--- config.mk ---
export PLATFORM = sky130hd
export DESIGN_NAME = touch_sample_qualify_calibrate
export DESIGN_NICKNAME = d
export VERILOG_FILES = /design/src/sv/tsqc_pkg.sv /design/src/sv/touch_sample_qualify_calibrate.sv
export SDC_FILE = /design/constraint.sdc
export NUM_CORES = 2
export LEC_CHECK = 0
export ABC_AREA = 1
export BUFFER_PORTS_ARGS = -buffer_cell sky130_fd_sc_hd__buf_2
export CAP_MARGIN = 30
export CORE_MARGIN = 2
export CORE_UTILIZATION = 55
export CTS_CLUSTER_DIAMETER = 150
export CTS_CLUSTER_SIZE = 12
export DETAILED_ROUTE_END_ITERATION = 10
export HOLD_SLACK_MARGIN = 0.12
export PLACE_DENSITY = 0.8
export SKIP_LAST_GASP = 1
export SLEW_MARGIN = 40
export SYNTH_ARGS = -nofsm -noshare
export SYNTH_HDL_FRONTEND = slang
export SYNTH_SLANG_ARGS = --single-unit
--- constraint.sdc ---
create_clock -name clk -period 12.4 [get_ports clk]
set_clock_uncertainty 0.2 [all_clocks]
set_input_delay 1.24 -clock clk [delete_from_list [all_inputs] [get_ports clk]]
set_output_delay 1.24 -clock clk [all_outputs]
set_load 0.01 [all_outputs]
--- src/sv/tsqc_pkg.sv ---
// Package with constants, types and divider constants for the touch sample calibrator.
`default_nettype none

package tsqc_pkg;

    // Frame layout and field widths.
    localparam int FRAME_BYTES = 8;
    localparam int POS_W       = $clog2(FRAME_BYTES);
    localparam int BYTE_W      = 8;
    localparam int RAW_W       = 13;
    localparam int COEF_W      = 16;
    localparam int WIN_W       = 8;
    localparam int SCREEN_W    = 16;
    localparam int CFG_IDX_W   = 3;
    localparam int OUT_DATA_W  = 64;

    // Position of the last byte of a frame.
    localparam logic [POS_W-1:0] POS_LAST = POS_W'(FRAME_BYTES - 1);

    // Calibration divisor and the width of the calibration numerator.
    localparam longint GAIN_SCALE = 10000;
    localparam longint RAW_MAX    = (64'sd1 <<< RAW_W) - 1;
    localparam longint COEF_MAG   = 64'sd1 <<< (COEF_W - 1);
    localparam longint NUM_MAX    = RAW_MAX * COEF_MAG + COEF_MAG * GAIN_SCALE;
    localparam int     NUM_W      = $clog2(NUM_MAX + 1);
    localparam int     NUM_SW     = NUM_W + 1;
    localparam int     GS_W       = $clog2(GAIN_SCALE + 1) + 1;

    localparam logic signed [GS_W-1:0] GAIN_SCALE_S = GS_W'(GAIN_SCALE);

    // Exact floor division by GAIN_SCALE for numerators below 2**NUM_W:
    // multiply by ceil(2**REC_SH / GAIN_SCALE) and keep the high bits.
    localparam int              SCALE_LOG = $clog2(GAIN_SCALE);
    localparam int              REC_SH    = NUM_W + SCALE_LOG;
    localparam longint unsigned REC_M     =
        ((64'd1 << REC_SH) + GAIN_SCALE - 1) / GAIN_SCALE;
    localparam logic [NUM_W:0]  REC_MUL   = REC_M[NUM_W:0];
    localparam int              PROD_W    = 2 * NUM_W + 1;
    localparam int              QUOT_W    = PROD_W - REC_SH;

    localparam logic [QUOT_W-1:0] SCREEN_MAX = QUOT_W'((64'd1 << SCREEN_W) - 1);

    // Register reset values.
    localparam logic signed [COEF_W-1:0] X_GAIN_RST   = 16'sd678;
    localparam logic signed [COEF_W-1:0] Y_GAIN_RST   = 16'sd920;
    localparam logic signed [COEF_W-1:0] X_OFFSET_RST = -16'sd19;
    localparam logic signed [COEF_W-1:0] Y_OFFSET_RST = -16'sd20;
    localparam logic [WIN_W-1:0]         WINDOW_RST   = 8'd5;

    // Configuration register indexes.
    typedef enum logic [CFG_IDX_W-1:0] {
        CFG_X_GAIN   = 3'd0,
        CFG_Y_GAIN   = 3'd1,
        CFG_X_OFFSET = 3'd2,
        CFG_Y_OFFSET = 3'd3,
        CFG_WINDOW   = 3'd4
    } cfg_idx_t;

endpackage

`default_nettype wire

--- src/sv/touch_sample_qualify_calibrate.sv ---
// Touch frame assembler, sample qualifier and calibrator, top level.
`default_nettype none

// Takes the reply bytes of a touch-converter frame one word per cycle on the
// s_ side; s_tuser high marks the first byte and restarts the frame. Without
// it the bytes keep filling successive positions and wrap after the eighth.
// The eighth byte produces one result word on the m_ side. The byte passes
// through five registers: a pairing stage, a qualify stage, a numerator
// multiply stage, a reciprocal multiply stage for the divide by 10000, and
// the output register. The block takes one byte every cycle; the pipeline
// stages only hold the stream when a finished result waits on m_tready and
// every stage behind it is full.
// Configuration writes are always taken and must be made while no frame result
// is in flight.
module touch_sample_qualify_calibrate
    import tsqc_pkg::*;
(
    input  wire logic                   clk,
    input  wire logic                   rst_n,

    input  wire logic                   s_tvalid,
    output logic                        s_tready,
    input  wire logic [BYTE_W-1:0]      s_tdata,   // [7:0] rx_byte
    input  wire logic                   s_tuser,   // [0] frame_start

    output logic                        m_tvalid,
    input  wire logic                   m_tready,
    output logic [OUT_DATA_W-1:0]       m_tdata,   // [12:0] raw_x, [25:13] raw_y,
                                                   // [41:26] screen_x, [57:42] screen_y
    output logic                        m_tuser,   // [0] sample_ok

    input  wire logic                   cfg_valid,
    output logic                        cfg_ready,
    input  wire logic [CFG_IDX_W-1:0]   cfg_index,
    input  wire logic [COEF_W-1:0]      cfg_data
);

    // Configuration registers.
    logic signed [COEF_W-1:0] x_gain_reg;
    logic signed [COEF_W-1:0] y_gain_reg;
    logic signed [COEF_W-1:0] x_offset_reg;
    logic signed [COEF_W-1:0] y_offset_reg;
    logic [WIN_W-1:0]         window_reg;

    // Frame assembly.
    logic [POS_W-1:0]  pos_reg;
    logic [POS_W-1:0]  pos_cur;
    logic [BYTE_W-1:0] frame_reg [FRAME_BYTES-1];
    logic              in_accept;
    logic              last_byte;

    // Stage 1: the four samples of a frame.
    logic             s1_valid_reg;
    logic [RAW_W-1:0] s1_y1_reg, s1_x1_reg, s1_y2_reg, s1_x2_reg;

    // Stage 2: qualified averages.
    logic             s2_valid_reg;
    logic             s2_ok_reg;
    logic [RAW_W-1:0] s2_raw_x_reg, s2_raw_y_reg;

    // Stage 3: calibration numerators.
    logic                     s3_valid_reg;
    logic                     s3_ok_reg;
    logic [RAW_W-1:0]         s3_raw_x_reg, s3_raw_y_reg;
    logic signed [NUM_SW-1:0] s3_num_x_reg, s3_num_y_reg;

    // Stage 4: reciprocal products.
    logic              s4_valid_reg;
    logic              s4_ok_reg;
    logic [RAW_W-1:0]  s4_raw_x_reg, s4_raw_y_reg;
    logic              s4_pos_x_reg, s4_pos_y_reg;
    logic [PROD_W-1:0] s4_prod_x_reg, s4_prod_y_reg;

    // Output register.
    logic                  m_valid_reg;
    logic [OUT_DATA_W-1:0] m_data_reg;
    logic                  m_ok_reg;

    // Stage advance chain: a stage loads when it is empty or drains.
    logic out_adv, s4_adv, s3_adv, s2_adv, s1_adv;

    assign out_adv = !m_valid_reg  || m_tready;
    assign s4_adv  = !s4_valid_reg || out_adv;
    assign s3_adv  = !s3_valid_reg || s4_adv;
    assign s2_adv  = !s2_valid_reg || s3_adv;
    assign s1_adv  = !s1_valid_reg || s2_adv;

    assign s_tready  = s1_adv;
    assign cfg_ready = 1'b1;

    assign in_accept = s_tvalid && s_tready;
    assign pos_cur   = s_tuser ? '0 : pos_reg;
    assign last_byte = (pos_cur == POS_LAST);

    // Configuration writes.
    always_ff @(posedge clk or negedge rst_n)
    begin
        if (!rst_n)
        begin
            x_gain_reg   <= X_GAIN_RST;
            y_gain_reg   <= Y_GAIN_RST;
            x_offset_reg <= X_OFFSET_RST;
            y_offset_reg <= Y_OFFSET_RST;
            window_reg   <= WINDOW_RST;
        end
        else if (cfg_valid && cfg_ready)
        begin
            unique case (cfg_index)
                CFG_X_GAIN:   x_gain_reg   <= cfg_data;
                CFG_Y_GAIN:   y_gain_reg   <= cfg_data;
                CFG_X_OFFSET: x_offset_reg <= cfg_data;
                CFG_Y_OFFSET: y_offset_reg <= cfg_data;
                CFG_WINDOW:   window_reg   <= cfg_data[WIN_W-1:0];
                default:      ;
            endcase
        end
    end

    // Byte position within the frame.
    always_ff @(posedge clk or negedge rst_n)
    begin
        if (!rst_n)
        begin
            pos_reg <= '0;
        end
        else if (in_accept)
        begin
            pos_reg <= last_byte ? '0 : pos_cur + 1'b1;
        end
    end

    // Frame byte store, one entry written per accepted word except a frame's last byte.
    always_ff @(posedge clk)
    begin
        if (in_accept && !last_byte)
        begin
            frame_reg[pos_cur] <= s_tdata;
        end
    end

    // Stage 1: pair the bytes into samples as (hi << 5) | (lo >> 3).
    always_ff @(posedge clk or negedge rst_n)
    begin
        if (!rst_n)
        begin
            s1_valid_reg <= 1'b0;
        end
        else if (s1_adv)
        begin
            s1_valid_reg <= in_accept && last_byte;
        end
    end

    always_ff @(posedge clk)
    begin
        if (s1_adv && in_accept && last_byte)
        begin
            s1_y1_reg <= {frame_reg[0], frame_reg[1][7:3]};
            s1_x1_reg <= {frame_reg[2], frame_reg[3][7:3]};
            s1_y2_reg <= {frame_reg[4], frame_reg[5][7:3]};
            s1_x2_reg <= {frame_reg[6], s_tdata[7:3]};
        end
    end

    // Stage 2: window check and floor averages.
    logic [RAW_W-1:0] diff_x, diff_y;
    logic [RAW_W:0]   sum_x, sum_y;
    logic             ok_next;

    always_comb
    begin
        diff_x  = (s1_x1_reg >= s1_x2_reg) ? s1_x1_reg - s1_x2_reg : s1_x2_reg - s1_x1_reg;
        diff_y  = (s1_y1_reg >= s1_y2_reg) ? s1_y1_reg - s1_y2_reg : s1_y2_reg - s1_y1_reg;
        sum_x   = {1'b0, s1_x1_reg} + {1'b0, s1_x2_reg};
        sum_y   = {1'b0, s1_y1_reg} + {1'b0, s1_y2_reg};
        ok_next = (diff_x < RAW_W'(window_reg)) && (diff_y < RAW_W'(window_reg));
    end

    always_ff @(posedge clk or negedge rst_n)
    begin
        if (!rst_n)
        begin
            s2_valid_reg <= 1'b0;
        end
        else if (s2_adv)
        begin
            s2_valid_reg <= s1_valid_reg;
        end
    end

    always_ff @(posedge clk)
    begin
        if (s2_adv && s1_valid_reg)
        begin
            s2_ok_reg    <= ok_next;
            s2_raw_x_reg <= ok_next ? sum_x[RAW_W:1] : '0;
            s2_raw_y_reg <= ok_next ? sum_y[RAW_W:1] : '0;
        end
    end

    // Stage 3: numerator raw * gain + offset * GAIN_SCALE.
    logic signed [NUM_SW-1:0] num_x_next, num_y_next;

    always_comb
    begin
        num_x_next = NUM_SW'($signed({1'b0, s2_raw_x_reg}) * x_gain_reg)
                   + NUM_SW'(x_offset_reg * GAIN_SCALE_S);
        num_y_next = NUM_SW'($signed({1'b0, s2_raw_y_reg}) * y_gain_reg)
                   + NUM_SW'(y_offset_reg * GAIN_SCALE_S);
    end

    always_ff @(posedge clk or negedge rst_n)
    begin
        if (!rst_n)
        begin
            s3_valid_reg <= 1'b0;
        end
        else if (s3_adv)
        begin
            s3_valid_reg <= s2_valid_reg;
        end
    end

    always_ff @(posedge clk)
    begin
        if (s3_adv && s2_valid_reg)
        begin
            s3_ok_reg    <= s2_ok_reg;
            s3_raw_x_reg <= s2_raw_x_reg;
            s3_raw_y_reg <= s2_raw_y_reg;
            s3_num_x_reg <= num_x_next;
            s3_num_y_reg <= num_y_next;
        end
    end

    // Stage 4: divide by GAIN_SCALE as a multiply by its reciprocal.
    always_ff @(posedge clk or negedge rst_n)
    begin
        if (!rst_n)
        begin
            s4_valid_reg <= 1'b0;
        end
        else if (s4_adv)
        begin
            s4_valid_reg <= s3_valid_reg;
        end
    end

    always_ff @(posedge clk)
    begin
        if (s4_adv && s3_valid_reg)
        begin
            s4_ok_reg     <= s3_ok_reg;
            s4_raw_x_reg  <= s3_raw_x_reg;
            s4_raw_y_reg  <= s3_raw_y_reg;
            s4_pos_x_reg  <= (s3_num_x_reg > 0);
            s4_pos_y_reg  <= (s3_num_y_reg > 0);
            s4_prod_x_reg <= PROD_W'(s3_num_x_reg[NUM_W-1:0]) * PROD_W'(REC_MUL);
            s4_prod_y_reg <= PROD_W'(s3_num_y_reg[NUM_W-1:0]) * PROD_W'(REC_MUL);
        end
    end

    // Output: quotient, clamp at zero for non-positive numerators, saturate.
    logic [QUOT_W-1:0]   quot_x, quot_y;
    logic [SCREEN_W-1:0] screen_x_next, screen_y_next;

    always_comb
    begin
        quot_x = s4_prod_x_reg[PROD_W-1:REC_SH];
        quot_y = s4_prod_y_reg[PROD_W-1:REC_SH];

        if (!s4_pos_x_reg)
            screen_x_next = '0;
        else if (quot_x > SCREEN_MAX)
            screen_x_next = '1;
        else
            screen_x_next = quot_x[SCREEN_W-1:0];

        if (!s4_pos_y_reg)
            screen_y_next = '0;
        else if (quot_y > SCREEN_MAX)
            screen_y_next = '1;
        else
            screen_y_next = quot_y[SCREEN_W-1:0];
    end

    always_ff @(posedge clk or negedge rst_n)
    begin
        if (!rst_n)
        begin
            m_valid_reg <= 1'b0;
        end
        else if (out_adv)
        begin
            m_valid_reg <= s4_valid_reg;
        end
    end

    always_ff @(posedge clk)
    begin
        if (out_adv && s4_valid_reg)
        begin
            m_ok_reg   <= s4_ok_reg;
            m_data_reg <= {6'b0, screen_y_next, screen_x_next, s4_raw_y_reg, s4_raw_x_reg};
        end
    end

    assign m_tvalid = m_valid_reg;
    assign m_tdata  = m_data_reg;
    assign m_tuser  = m_ok_reg;

`ifndef ASSERT_OFF
    // The last byte of a frame always launches a sample into the pipeline.
    a_last_byte_launches: assert property (@(posedge clk) disable iff (!rst_n)
        in_accept && last_byte |=> s1_valid_reg)
        else $error("frame end did not launch a sample");

    // A rejected sample reports zero raw values.
    a_reject_zero_raw: assert property (@(posedge clk) disable iff (!rst_n)
        m_tvalid && !m_tuser |-> (m_tdata[2*RAW_W-1:0] == '0))
        else $error("rejected sample carries raw data");

    // A new result only appears when stage 4 held an item.
    a_out_from_stage4: assert property (@(posedge clk) disable iff (!rst_n)
        $rose(m_tvalid) |-> $past(s4_valid_reg))
        else $error("result appeared without a stage 4 item");

    // A stalled sample in stage 1 keeps its samples.
    a_s1_hold: assert property (@(posedge clk) disable iff (!rst_n)
        s1_valid_reg && !s2_adv |=> $stable(s1_x2_reg) && $stable(s1_y1_reg))
        else $error("stage 1 sample changed while stalled");
`endif

endmodule

`default_nettype wire
=== Word-level counts from Yosys, hierarchy flattened ===
Memories as Yosys holds them, arrays and structs flattened. A register that Yosys moved wholly into a read port is not among the register bits.
Cells that the tools add are included.

* $add $sub $neg: 9
* $mul: 6
* $lt $le $gt $ge: 8
* Equality and inequality tests: 5
* Mux-type cells: 8
* Reduce and logical (&&, ||, !) cells: 27

{| class="wikitable"
|+ Operator list
! cell !! count
|-
| 30-bit by 31-bit multiplier with 61-bit output, second input constant || 2
|-
| 30-bit by 31-bit adder with 31-bit output || 2
|-
| 31-bit by 1-bit greater-than comparator with 1-bit output, second input constant || 2
|-
| 14-bit by 16-bit multiplier with 30-bit output || 2
|-
| 16-bit by 11-bit multiplier with 27-bit output, second input constant || 2
|-
| 13-bit subtractor || 4
|-
| 17-bit by 16-bit greater-than comparator with 1-bit output, second input constant || 2
|-
| 16-bit 2-to-1 mux || 2
|-
| 13-bit by 13-bit adder with 14-bit output || 2
|-
| 13-bit greater-or-equal comparator || 2
|-
| 13-bit by 8-bit < comparator with 1-bit output || 2
|-
| 13-bit 2-to-1 mux || 2
|-
| 1-bit logical AND || 10
|-
| 2-bit AND reduction || 5
|-
| 3-bit by 2-bit == test with 1-bit output, second input constant || 2
|-
| 3-bit == test, second input constant || 2
|-
| 1-bit logical NOT || 6
|-
| 3-bit 2-to-1 mux || 2
|-
| 1-bit logical OR || 5
|-
| 3-bit by 1-bit adder with 3-bit output, second input constant || 1
|-
| 3-bit by 1-bit == test with 1-bit output, second input constant || 1
|-
| 3-bit logical NOT || 1
|-
| 1-bit 2-to-1 mux || 2
|}

* Flip-flop bits (word level): 419
* RAM bits: 56
* Input bits: 33
* Output and inout port bits: 68
* Logic and storage cells: 95
* Memories: 1

{| class="wikitable"
|+ Memories
! name !! words !! bits a word !! read ports !! clocked after Yosys merged registers in !! wr ports !! line !! source
|-
| frame_reg || 7 || 8 || 7 || 7 || 1 || touch_sample_qualify_calibrate.sv:48 || <nowiki>logic [BYTE_W-1:0] frame_reg [FRAME_BYTES-1];</nowiki>
|}

=== Depth between registers and ports, before layout ===
* Depth in word-level cells: 10
* Depth in mapped cells: 40
* Gate-level depth less buffers: 40

=== Worst setup path before layout ===
OpenSTA, ideal clock, no wires.

* Path type: register to register
* Start point: reg x_offset_reg[5]
* End point: reg s3_num_x_reg[27] (data pin)
* Library setup time: 0.253 ns
* Arrival time: 8.191 ns
* Required time: 11.947 ns
* Setup slack: 3.756 ns
* Cell stages (with the launch flop): 41
* Buffers on the path: 0
* Clock period less this slack: 8.644 ns
* Cell sequence: dfstp_2 -> ha_1 -> ha_1 -> inv_1 -> fa_1 -> inv_1 -> fa_1 -> inv_1 -> fa_1 -> inv_1 -> ha_1 -> a21oi_1 -> o211ai_1 -> nand3_1 -> nand2_1 -> nand3_1 -> nand2_1 -> xnor2_1 -> [5 not listed] -> fa_1 -> inv_1 -> fa_1 -> inv_1 -> fa_1 -> inv_1 -> ha_1 -> nand2_1 -> inv_1 -> nand2_1 -> inv_1 -> a21oi_1 -> nand3_1 -> a21o_1 -> nand3_1 -> nand3_1 -> nand2_1 -> nand2_1

* Word-level cells in the longest chain between the ends: 2

{| class="wikitable"
|+ RTL lines
! item !! line !! source
|-
| start, declared || touch_sample_qualify_calibrate.sv:41 || <nowiki>logic signed [COEF_W-1:0] x_offset_reg;</nowiki>
|-
| start signal, assigned || touch_sample_qualify_calibrate.sv:111 || <nowiki>CFG_X_OFFSET: x_offset_reg <= cfg_data;</nowiki>
|-
| 16-bit by 11-bit multiplier with 27-bit output || touch_sample_qualify_calibrate.sv:207 || <nowiki>+ NUM_SW'(x_offset_reg * GAIN_SCALE_S);</nowiki>
|-
| 30-bit by 31-bit adder with 31-bit output || touch_sample_qualify_calibrate.sv:207 ||
|-
| via num_x_next[27] || touch_sample_qualify_calibrate.sv:202 || <nowiki>logic signed [NUM_SW-1:0] num_x_next, num_y_next;</nowiki>
|-
| end signal, assigned || touch_sample_qualify_calibrate.sv:231 || <nowiki>s3_num_x_reg <= num_x_next;</nowiki>
|-
| end, declared || touch_sample_qualify_calibrate.sv:65 || <nowiki>logic signed [NUM_SW-1:0] s3_num_x_reg, s3_num_y_reg;</nowiki>
|}

The timed path passes the listed nets, and every way through them passes these cells.
A chain may end at the register's enable or synchronous reset.

=== Final worst setup path ===
* Start point: reg y_offset_reg[5]
* End point: reg s3_num_y_reg[23] (data pin)

* Word-level cells in the longest chain between the ends: 2

{| class="wikitable"
|+ RTL lines
! item !! line !! source
|-
| start, declared || touch_sample_qualify_calibrate.sv:42 || <nowiki>logic signed [COEF_W-1:0] y_offset_reg;</nowiki>
|-
| start signal, assigned || touch_sample_qualify_calibrate.sv:112 || <nowiki>CFG_Y_OFFSET: y_offset_reg <= cfg_data;</nowiki>
|-
| 16-bit by 11-bit multiplier with 27-bit output || touch_sample_qualify_calibrate.sv:209 || <nowiki>+ NUM_SW'(y_offset_reg * GAIN_SCALE_S);</nowiki>
|-
| 30-bit by 31-bit adder with 31-bit output || touch_sample_qualify_calibrate.sv:209 ||
|-
| via num_y_next[23] || touch_sample_qualify_calibrate.sv:202 ||
|-
| end signal, assigned || touch_sample_qualify_calibrate.sv:232 || <nowiki>s3_num_y_reg <= num_y_next;</nowiki>
|-
| end, declared || touch_sample_qualify_calibrate.sv:65 ||
|}

The timed path passes the listed nets, and every way through them passes these cells.

==> run summary <==
The run finished with clean final reports. The total negative setup slack is 0 ns. Clock latency on the worst-skew pair, taken at its later pin, is 0.65 ns. The headroom to the max-slew limit is 38.4%.

Synthesis produced a netlist whose cell count is 8416. The final cell count without fillers came out at 10382. Leaving out fill and tap cells, the most frequent cell in the layout is inv_1. The count of filler cells inserted in the layout is 12397. At the end of routability-driven placement, the weighted congestion stood at 1.02.

The placement row count came out at 138. Wires add up to 214 mm. Dividing the detail-routed wire length by the instance count gives 20.7 um. Summing all multi-input logic gate instances after layout gives 55600 sq um.

The worst path in the final design needs a cycle of 9.31 ns, including I/O delays and setup. The clock transition at the registers of the reported paths is 0.07 ns. The global routing usage on met1 came out at 42.3%. Max-cap violations in this run came to 0.

The number of buffers on the longest clock path is 3. Global routing finished with a remaining overflow of 0. The transition time at the pin with the least slew margin came out at 0.924 ns.

The post-layout instance area is 81600 sq um. The area taken by flip-flops and latches is 12200 sq um. The number of slew-limit violations in the final report came out at 0.

The total via count in the routed design is 54842. After detailed routing, the number of remaining DRC violations is 0. The number of antenna violations at the first check in global routing came out at 4. The total count of hold-check failures in the final report came out at 0. The cell area after placement is 80300 sq um. In this run the vertical extent of the chip is 380 um.

The number of buffers inserted by post-CTS setup repair came out at 0. The count of buffer and inverter cells on the critical path is 7. The chip width came out at 380 um.

The fraction of synthesis flops using an asynchronous set or reset pin came out at 19.2%. Pin placement for this block handled 101 I/O pins. The worst setup path is captured at a flop. The met2 usage in global routing came out at 49.8%. The count of clock tree sinks came out at 417.

The cell area after technology mapping came out at 77800 sq um. Based on the critical path, the design can be clocked at up to 0.107 GHz. met2 is the most crowded layer. The total core area is 141000 sq um. On the critical path, the stage with the largest delay is an instance of dfstp_2. The root buffer cell chosen for the clock tree is clkbuf_16.

The number of clock buffers added by TritonCTS is 42. The setup violation total in the final timing report came out at 0. Once the floorplan was initialized, standard cells occupied 55.2% of the core.

Data arrives at the worst endpoint at 9.49 ns. The synthesized design contains 337 enable-type register cells. In this run the remaining antenna-violating nets after routing total 0. The min-delay analysis places its worst path in the category reg -> reg. The first detailed-routing pass took 6 iterations.

The routing usage on met3 is 4.29%. Synthesis inferred 417 register bits. The CTS tree is yes. The data required time at the worst endpoint came out at 12.58 ns.

After synthesis, the netlist uses 58 different library cells. The number of synthesis warnings is 0. The synthesis-to-finish area growth came out at 4.86%. Port buffering added 93 buffers. The count of hold-fix buffers inserted at cts came out at 0. Summing the sequential cell areas from Yosys gives 15.6% of the chip area.

The worst setup path is of the reg -> reg kind. The vias per cell came out at 5.28. The H-tree depth came out at 2. The register with the most flip-flops in the layout has 58 of them. The count of cells resized by post-cts repair is 0.

Entering global routing, the biggest net connects 76 pins. The via count of the first global-routing pass is 58041. The longest individual stage delay on the worst path is 0.62 ns. The first routing iteration left 4074 violations. The largest delay contributor family on the critical path is adder cells. The post-synthesis area per instance is 9.25 sq um.

The instance count after placement with tap cells included is 10295. The HPWL after detailed placement came out at 189 mm. STA classifies the critical path startpoint as a flop. The number of nets in the final layout came out at 10995.

The floorplan step defined a die boundary enclosing 145000 sq um. Global routing used 30.2% of the available tracks across all layers. Among all flip-flop cells after synthesis, the most frequent one is edfxtp_1.

Setup repair after global routing left no endpoint under its margin. In the layout the commonest cells are inv_1 (2509), fa_1 (1399), nand2_1 (1235). The post-route netlist has 3.62% of its cells at a drive strength greater than 1. The critical-path maximum fanout came out at 6.

The share of the clock period used by the worst path came out at 75.1%. The global-route wire length before repair is 334 mm. The cell seen most often among critical-path stages is fa_1.
==> path summary, 6_finish.rpt <==
check                                 from               end  slack (ns)  cells past startpoint
min in group asynchronous            rst_n   y_offset_reg[4]        0.39                      1
max reg2reg                y_offset_reg[5]  s3_num_y_reg[23]        3.09                     30
max in group asynchronous            rst_n     x_gain_reg[3]       10.58                      2
min                        frame_reg[1][4]      s1_y1_reg[1]        0.21                      0
min reg2reg                frame_reg[1][4]      s1_y1_reg[1]        0.21                      0
max                        y_offset_reg[5]  s3_num_y_reg[23]        3.09                     30
==> kinds of logic after synthesis <==
kind of cell | after synthesis | synth area share [%]
other | 2 | 0.00965
AOI/OAI and AO/OA | 701 | 5.02
muxes | 3 | 0.0386
xor gates and xnor gates | 165 | 1.86
DFF | 417 | 15.6
adders and majority gates | 2509 | 53.8
buffers and inverters | 2657 | 13.0
and+or+nand+nor | 1962 | 10.6
==> synthesized netlist by cell type (31+ instances only) <==
cell      count  area share [%]
a21o_1       31            0.30
a21oi_1     300             1.9
clkbuf_1    103            0.50
dfrtp_1      41             1.3
dfstp_2      39             1.3
edfxtp_1    337              13
fa_1       1399              36
ha_1       1110              18
inv_1      2511              12
nand2_1    1236             6.0
nand3_1     144            0.93
nand4_1      52            0.42
nor2_1      380             1.8
nor3_1       45            0.29
o21ai_0     247             1.6
o21bai_1     33            0.32
xnor2_1      46            0.52
xor2_1      119             1.3
==> per-layer routing <==
metal	vias to the layer above	share of wire, %
met5	-	0.0056
met4	2	2.6
met3	280	6.8
met2	1861	47
met1	27391	44
li1	25308	-
==> stage by stage <==
step | worst slack (ns) | hold slack [ns] | utilization, %
2_1_floorplan | 3.76 | 0.200 | -
3_3_place_gp | 3.13 | 0.201 | 56.9
3_5_place_dp | 3.12 | 0.205 | 56.9
4_1_cts | 3.13 | 0.210 | 57.8
5_1_grt | 2.61 | 0.213 | 57.8
6_report | 3.09 | 0.210 | 57.9
==> final cells by class <==
cell class                 instances  share of cell area, %
multi-input combinational       5347                   68.1
timing repair buffer             120                  0.854
inverter                        2525                   11.6
clock inverter                     6                  0.126
tap                             1890                   2.90
antenna                            5                 0.0153
sequential                       417                   14.9
clock buffer                      72                   1.46
Power is not shown: default switching activity piles up to over one toggle a cycle in this logic, so the estimate is an artifact.
